===== src/sv/assert_macros.svh =====
// assertion macros shared by the sphere overlap rtl
// expects clk and rst_n in the scope of each use
`ifndef ASSERT_MACROS_SVH
`define ASSERT_MACROS_SVH
`ifndef SYNTH
`define SOV_ASSERT_IMP(lbl, ante, cons) \
  lbl: assert property (@(posedge clk) disable iff (!rst_n) (ante) |-> (cons)) \
    else $error("same-cycle assertion failed");
`define SOV_ASSERT_NXT(lbl, ante, cons) \
  lbl: assert property (@(posedge clk) disable iff (!rst_n) (ante) |=> (cons)) \
    else $error("next-cycle assertion failed");
`else
`define SOV_ASSERT_IMP(lbl, ante, cons)
`define SOV_ASSERT_NXT(lbl, ante, cons)
`endif
`endif


===== src/sv/sov_pkg.sv =====
// shared widths, constants and types for the sphere overlap pipeline
// no dependencies
package sov_pkg;

  localparam int IN_W      = 32;
  localparam int FRAC_BITS = 16;
  localparam int OUT_W     = 64;

  localparam int SUM_W  = IN_W + 1;
  localparam int PROD_W = 2 * SUM_W;
  localparam int DEN_W  = IN_W + 1;
  localparam int QUO_W  = IN_W + 2;
  localparam int H_W    = IN_W + 1;
  localparam int M_W    = IN_W + 2;

  // wide multiplier geometry
  localparam int LIMB_W  = 32;
  localparam int MA_W    = 4 * LIMB_W;
  localparam int MB_W    = 2 * LIMB_W;
  localparam int MP_W    = MA_W + MB_W;
  localparam int MUL_LAT = 3;

  localparam logic [MB_W-1:0] PI60 = 64'h3243F6A8885A308D;

  localparam int VOL_SHIFT  = 2 * FRAC_BITS + 60;
  localparam int SURF_SHIFT = FRAC_BITS + 59;

  // divide by three, one 16-bit digit per stage
  localparam int DIG_W     = 16;
  localparam int X_W       = DIG_W + 2;
  localparam int D3_IN_W   = OUT_W + 2;
  localparam int D3_LAT    = (D3_IN_W + DIG_W - 1) / DIG_W;
  localparam int D3_W      = D3_LAT * DIG_W;
  localparam int D3_SHIFT  = DIG_W + 3;
  localparam logic [X_W-1:0] D3_RECIP = X_W'(((1 << D3_SHIFT) + 2) / 3);

  typedef enum logic [1:0] {
    CASE_NONE    = 2'd0,
    CASE_PARTIAL = 2'd1,
    CASE_ONE_IN  = 2'd2,
    CASE_TWO_IN  = 2'd3
  } contact_t;

  typedef struct packed {
    contact_t          kind;
    logic [IN_W-1:0]   r1;
    logic [IN_W-1:0]   r2;
  } side_t;

  typedef struct packed {
    contact_t          contact_case;
    logic [OUT_W-1:0]  overlap_surface_two;
    logic [OUT_W-1:0]  overlap_surface_one;
    logic [OUT_W-1:0]  overlap_volume_two;
    logic [OUT_W-1:0]  overlap_volume_one;
  } res_t;

endpackage


===== src/sv/sov_div3.sv =====
// pipelined divide by three, one 16-bit digit per stage via reciprocal multiply
// depends on sov_pkg; input must be below 3 * 2^64
module sov_div3 (
  input  logic                         clk,
  input  logic                         en,
  input  logic [sov_pkg::D3_IN_W-1:0]  num,
  output logic [sov_pkg::OUT_W-1:0]    quo
);

  localparam int NS = sov_pkg::D3_LAT;
  localparam int W  = sov_pkg::D3_W;
  localparam int DG = sov_pkg::DIG_W;
  localparam int XW = sov_pkg::X_W;

  logic [W-1:0]    num_r [NS];
  logic [W-1:0]    quo_r [NS];
  logic [1:0]      rem_r [NS];

  logic [W-1:0]    num_in  [NS];
  logic [W-1:0]    quo_in  [NS];
  logic [1:0]      rem_in  [NS];
  logic [XW-1:0]   x       [NS];
  logic [2*XW-1:0] prod    [NS];
  logic [DG-1:0]   qd      [NS];
  logic [1:0]      rem_nxt [NS];

  always_comb begin
    num_in[0] = W'(num);
    quo_in[0] = '0;
    rem_in[0] = '0;
    for (int s = 1; s < NS; s++) begin
      num_in[s] = num_r[s-1];
      quo_in[s] = quo_r[s-1];
      rem_in[s] = rem_r[s-1];
    end
    for (int s = 0; s < NS; s++) begin
      x[s]       = {rem_in[s], num_in[s][W-1 -: DG]};
      prod[s]    = x[s] * sov_pkg::D3_RECIP;
      qd[s]      = prod[s][sov_pkg::D3_SHIFT +: DG];
      rem_nxt[s] = 2'(x[s] - XW'(qd[s]) * XW'(3));
    end
  end

  always_ff @(posedge clk) begin
    if (en) begin
      for (int s = 0; s < NS; s++) begin
        num_r[s] <= {num_in[s][W-DG-1:0], {DG{1'b0}}};
        quo_r[s] <= {quo_in[s][W-DG-1:0], qd[s]};
        rem_r[s] <= rem_nxt[s];
      end
    end
  end

  assign quo = quo_r[NS-1][sov_pkg::OUT_W-1:0];

endmodule


===== config.mk =====
export PLATFORM = sky130hd
export DESIGN_NAME = sov_div3
export DESIGN_NICKNAME = d
export VERILOG_FILES = /design/src/sv/assert_macros.svh /design/src/sv/sov_pkg.sv /design/src/sv/sov_div3.sv
export SDC_FILE = /design/constraint.sdc
export NUM_CORES = 2
export LEC_CHECK = 0
export ABC_AREA = 1
export BUFFER_PORTS_ARGS = -buffer_cell sky130_fd_sc_hd__buf_2
export CAP_MARGIN = 5
export CORE_MARGIN = 2
export CORE_UTILIZATION = 35
export CTS_CLUSTER_SIZE = 14
export DETAILED_ROUTE_END_ITERATION = 7
export PLACE_DENSITY_LB_ADDON = 0.15
export SYNTH_ARGS = -nofsm -noshare
export SYNTH_HDL_FRONTEND = slang
export SYNTH_SLANG_ARGS = --single-unit

===== constraint.sdc =====
create_clock -name clk -period 6 [get_ports clk]
set_input_delay 0.6 -clock clk [delete_from_list [all_inputs] [get_ports clk]]
set_output_delay 0.6 -clock clk [all_outputs]
set_load 0.01 [all_outputs]

### Yosys cells after proc, flatten, opt, wreduce, memory -nomap -nowiden

Memories as Yosys holds them, arrays and structs flattened.
Cells that the tools add are included.

* register bits: 0
* RAM bits: 730
* bits of input ports: 68
* memories kept: 3

Memory list
* quo_r: depth 5, width 80, read ports 5, clocked after memory_dff 0, wr ports 5, line sov_div3.sv:16 `logic [W-1:0] quo_r [NS];`
* num_r: depth 5, width 64, read ports 4, clocked after memory_dff 0, wr ports 5, line sov_div3.sv:15 `logic [W-1:0] num_r [NS];`
* rem_r: depth 5, width 2, read ports 4, clocked after memory_dff 0, wr ports 5, line sov_div3.sv:17 `logic [1:0] rem_r [NS];`

* $add $sub $neg: 5
* multiply operators: 10
* multiplexer cells: 2

Operator list (number)
* 18-bit by 18-bit multiplier with 35-bit output, second input constant: 4
* 16-bit by 2-bit multiplier with 2-bit output, second input constant: 4
* 2-bit by 18-bit multiplier with 20-bit output, second input constant: 1
* 2-bit subtractor: 5
* 1-bit by 2-bit multiplier with 2-bit output, second input constant: 1
* 1-bit two-way mux: 2

### Depth between registers and ports, before layout

An unclocked memory read counts as a cell.

* depth after elaboration: 4
* depth in mapped cells: 31
* depth with buffers taken out: 31

### Worst setup path before layout

No wires, ideal clock.

* kind: reg2reg
* start: memory num_r[0][177] in the netlist's numbering
* end: memory rem_r[3][1] (netlist: rem_r[0][7]), data pin
* setup time: 0.249 ns
* arrival: 5.402 ns
* required time: 5.751 ns
* slack: 0.349 ns
* stages on the path, launching flop included: 30
* period minus slack after synthesis: 5.651 ns
* cell sequence: edfxtp_1 > ha_1 > xor2_1 > ha_1 > inv_1 > fa_1 > inv_1 > fa_1 > fa_1 > fa_1 > ha_1 > nand2_1 > nor2_1 > inv_1 > nor3_1 > nand2_1 > nand2_1 > nand2_1 > nand2_1 > inv_1 > ha_1 > inv_1 > ha_1 > nor2_1 > xor2_1 > nand3_1 > nand2_1 > nand2_1 > nand2_1 > inv_1

RTL lines (line)
* start, declared: sov_div3.sv:15
* end, declared: sov_div3.sv:17

==> results.json <==
{
  "status": "completed",
  "core_sq_um": 100000,
  "slew_viol_final": 0,
  "final.setup.worst_slack_ns": 0.286,
  "firstDrtPassIters": 7,
  "cp-start-kind": "flip-flop",
  "root_buffer": "clkbuf_16",
  "rows": 116,
  "yosysUniqueCellTypes": 30,
  "clock_latency_ns": 0.59,
  "utilization_pct": 39.5,
  "avgSynthCellArea_sq_um": 10.2,
  "area_growth_pct": 12.0,
  "fp.dieW_um": 321,
  "grt_max_degree": 136,
  "n_fill_cell": 9972,
  "routed_wirelength_um": 82900,
  "grt.total_usage_pct": 16.6,
  "place.gp.congestion": 0.909,
  "max_freq_mhz": 175,
  "grt_overflow": 0,
  "synthesis.area_sq_um": 35300,
  "dieArea_sq_um": 103000,
  "fin_crit_sh_pct": 95.2,
  "hold_viol": 0,
  "tightest_slew_ns": 0.857,
  "htreeDepth": 2,
  "min_period_ns": 5.71,
  "place_hpwl_um": 71100,
  "cpPeakStageDelay_ns": 0.53,
  "slew-limit-headroom_pct": 42.8,
  "hold_class": "primary input to flip-flop",
  "drt-wirelength-per-cell_um": 16.5,
  "syn_nets": 4586,
  "critPathArrivalTime_ns": 6.06,
  "clk_path_buf_depth": 3,
  "crit_slowest_cell": "fa_1",
  "avgViaCountPerCell": 4.47,
  "grt_pass1_vias": 23700,
  "crit_path_end_kind": "flip-flop",
  "timing.critical_path.mode_cell": "inv_1",
  "port_buffers": 131,
  "numCtsBuffers": 42,
  "grt_pass1_wl_um": 132000,
  "num_vias": 22500,
  "initial_core_util_pct": 35.3,
  "ys_warn_count": 0,
  "ios": 132,
  "rsz0062_at_grt": "yes",
  "cts_sinks": 328,
  "cp.required_ns": 6.34,
  "synth_seq_cells": 328,
  "cts_tree": "done",
  "seq_area_frac_synth_pct": 27.9,
  "skew_ns": 0.0117,
  "worst-path-max-fanout": 4,
  "final_nets": 4815,
  "drive_gt1_share_pct": 7.73,
  "dpl_cell_area_sq_um": 37900,
  "syn_inst": 3465,
  "criticalPathCategory": "flip-flop to flip-flop",
  "post-route-cell-area_sq_um": 39500,
  "setup_violations": 0,
  "drv_cap": 0,
  "clkTransAtPathRegs_ns": 0.05,
  "dp_slack_ns": 0.0400,
  "ant_nets": 0,
  "drt_iter0_markers": 993,
  "antenna_found_initial": 2,
  "drc": 0,
  "die_y_um": 321
}
## final cells by class
cell class / instances / area, sq um / share of cell area [%]
clock inverters: 26 / 225 / 0.571
repair buffers: 185 / 1100 / 2.78
clock buffers: 48 / 1090 / 2.77
multi-input cells: 2101 / 21700 / 55.0
inverters: 1036 / 3890 / 9.85
flip-flops and latches: 328 / 9850 / 25.0
well taps: 1298 / 1620 / 4.11
diodes: 1 / 2.50 / 0.00634
## cells in the final DEF (no fill, tap or decap), types with 13 or more instances in the layout
master     synthesis  layout
inv_1           1036    1035
ha_1             625     614
fa_1             428     428
nand2_1          376     373
edfxtp_1         328     328
nor2_1           154     152
a21oi_1          138     137
buf_2              0     130
nand3_1           89      89
o21ai_0           74      73
buf_4              0      52
clkbuf_16          0      43
xor2_1            32      31
xnor2_1           27      27
a21o_1            24      24
o21bai_1          20      20
nor3_1            21      20
a21boi_0          16      15
a31oi_1           14      14
nand4_1           13      13
clkinv_2           0      13
## metal layers
layer	track usage [%]	vias up	part of all wire, %
met2	26.9	317	45
li1	-	11400	-
met3	2.22	84	3.4
met1	23.7	10700	49
met4	3.69	0	1.9
met5	0	-	0
## cell families (layout without fill, tap and decap cells)
logic type	Yosys count	count (layout)	synth area share, %
DFF	328	328	27.9
AOI/OAI and AO/OA	306	306	4.98
xor gates and xnor gates	59	59	1.47
and+or+nand+nor	683	683	8.10
adders and majority gates	1053	1053	46.5
buffers and inverters	1036	1295	11.0
other	0	1	0
## metrics by stage
step | std cells | setup TNS, ns | hold slack (ns)
2_1_floorplan | 3465 | 0 | 0.400
3_3_place_gp | 4936 | 0 | 0.401
3_5_place_dp | 4936 | 0 | 0.405
4_1_cts | 5010 | 0 | 0.120
5_1_grt | 5022 | -0.0923 | 0.133
6_report | 5023 | 0 | 0.185
## state kept, by name, indices dropped and copies added, names as in the netlist
register	cells
num_r	160
quo_r	160
rem_r	8
## critical path, delay by kind of cell (launching register included)
family,cells,cell delay [ns]
XOR/XNOR,1,0.18
adder cells (fa/ha/maj),9,3.31
buffers and inverters,9,0.46
flip-flops,1,0.50
AND/OR/NAND/NOR,11,1.02
## synth_stat cells (all sizes together)
| cell type | count | area share (%) |
|---|---|---|
| nor2 | 154 | 1.6 |
| a21oi | 139 | 2.0 |
| nand4 | 13 | 0.23 |
| fa | 428 | 24 |
| inv | 1036 | 11 |
| a21boi | 17 | 0.37 |
| o21ai | 74 | 1.1 |
| o211ai | 11 | 0.23 |
| nand3 | 89 | 1.3 |
| xnor2 | 27 | 0.67 |
| nand3b | 5 | 0.11 |
| o21a | 6 | 0.13 |
| o21bai | 20 | 0.43 |
| nor4 | 8 | 0.24 |
| edfxtp | 328 | 28 |
| a31oi | 14 | 0.25 |
| nand2 | 385 | 4.2 |
| and3 | 6 | 0.11 |
| nor3 | 21 | 0.30 |
| ha | 625 | 22 |
| or2 | 2 | 0.035 |
| a211oi | 1 | 0.021 |
| xor2 | 32 | 0.80 |
| a21o | 24 | 0.51 |
## what timing repair did
action,4_1_cts,5_1_grt
hold buffers,0,0
buffers inserted,0,12
endpoints found under the setup margin,0,2
gates resized for setup,0,26
## path summary, 6_finish.rpt
check / end / cells after the start / startpoint / slack (ns)
setup / recovery: rem_r[0][7] / 30 / num_r[0][178] / 0.29
hold / removal: num_r[0][49] / 1 / num[49] / 0.18
setup reg to reg: rem_r[0][7] / 30 / num_r[0][178] / 0.29
hold reg to reg: num_r[0][185] / 0 / num_r[0][105] / 0.41
Power is not shown: default switching activity piles up to over one toggle a cycle in this logic, so the estimate is an artifact.
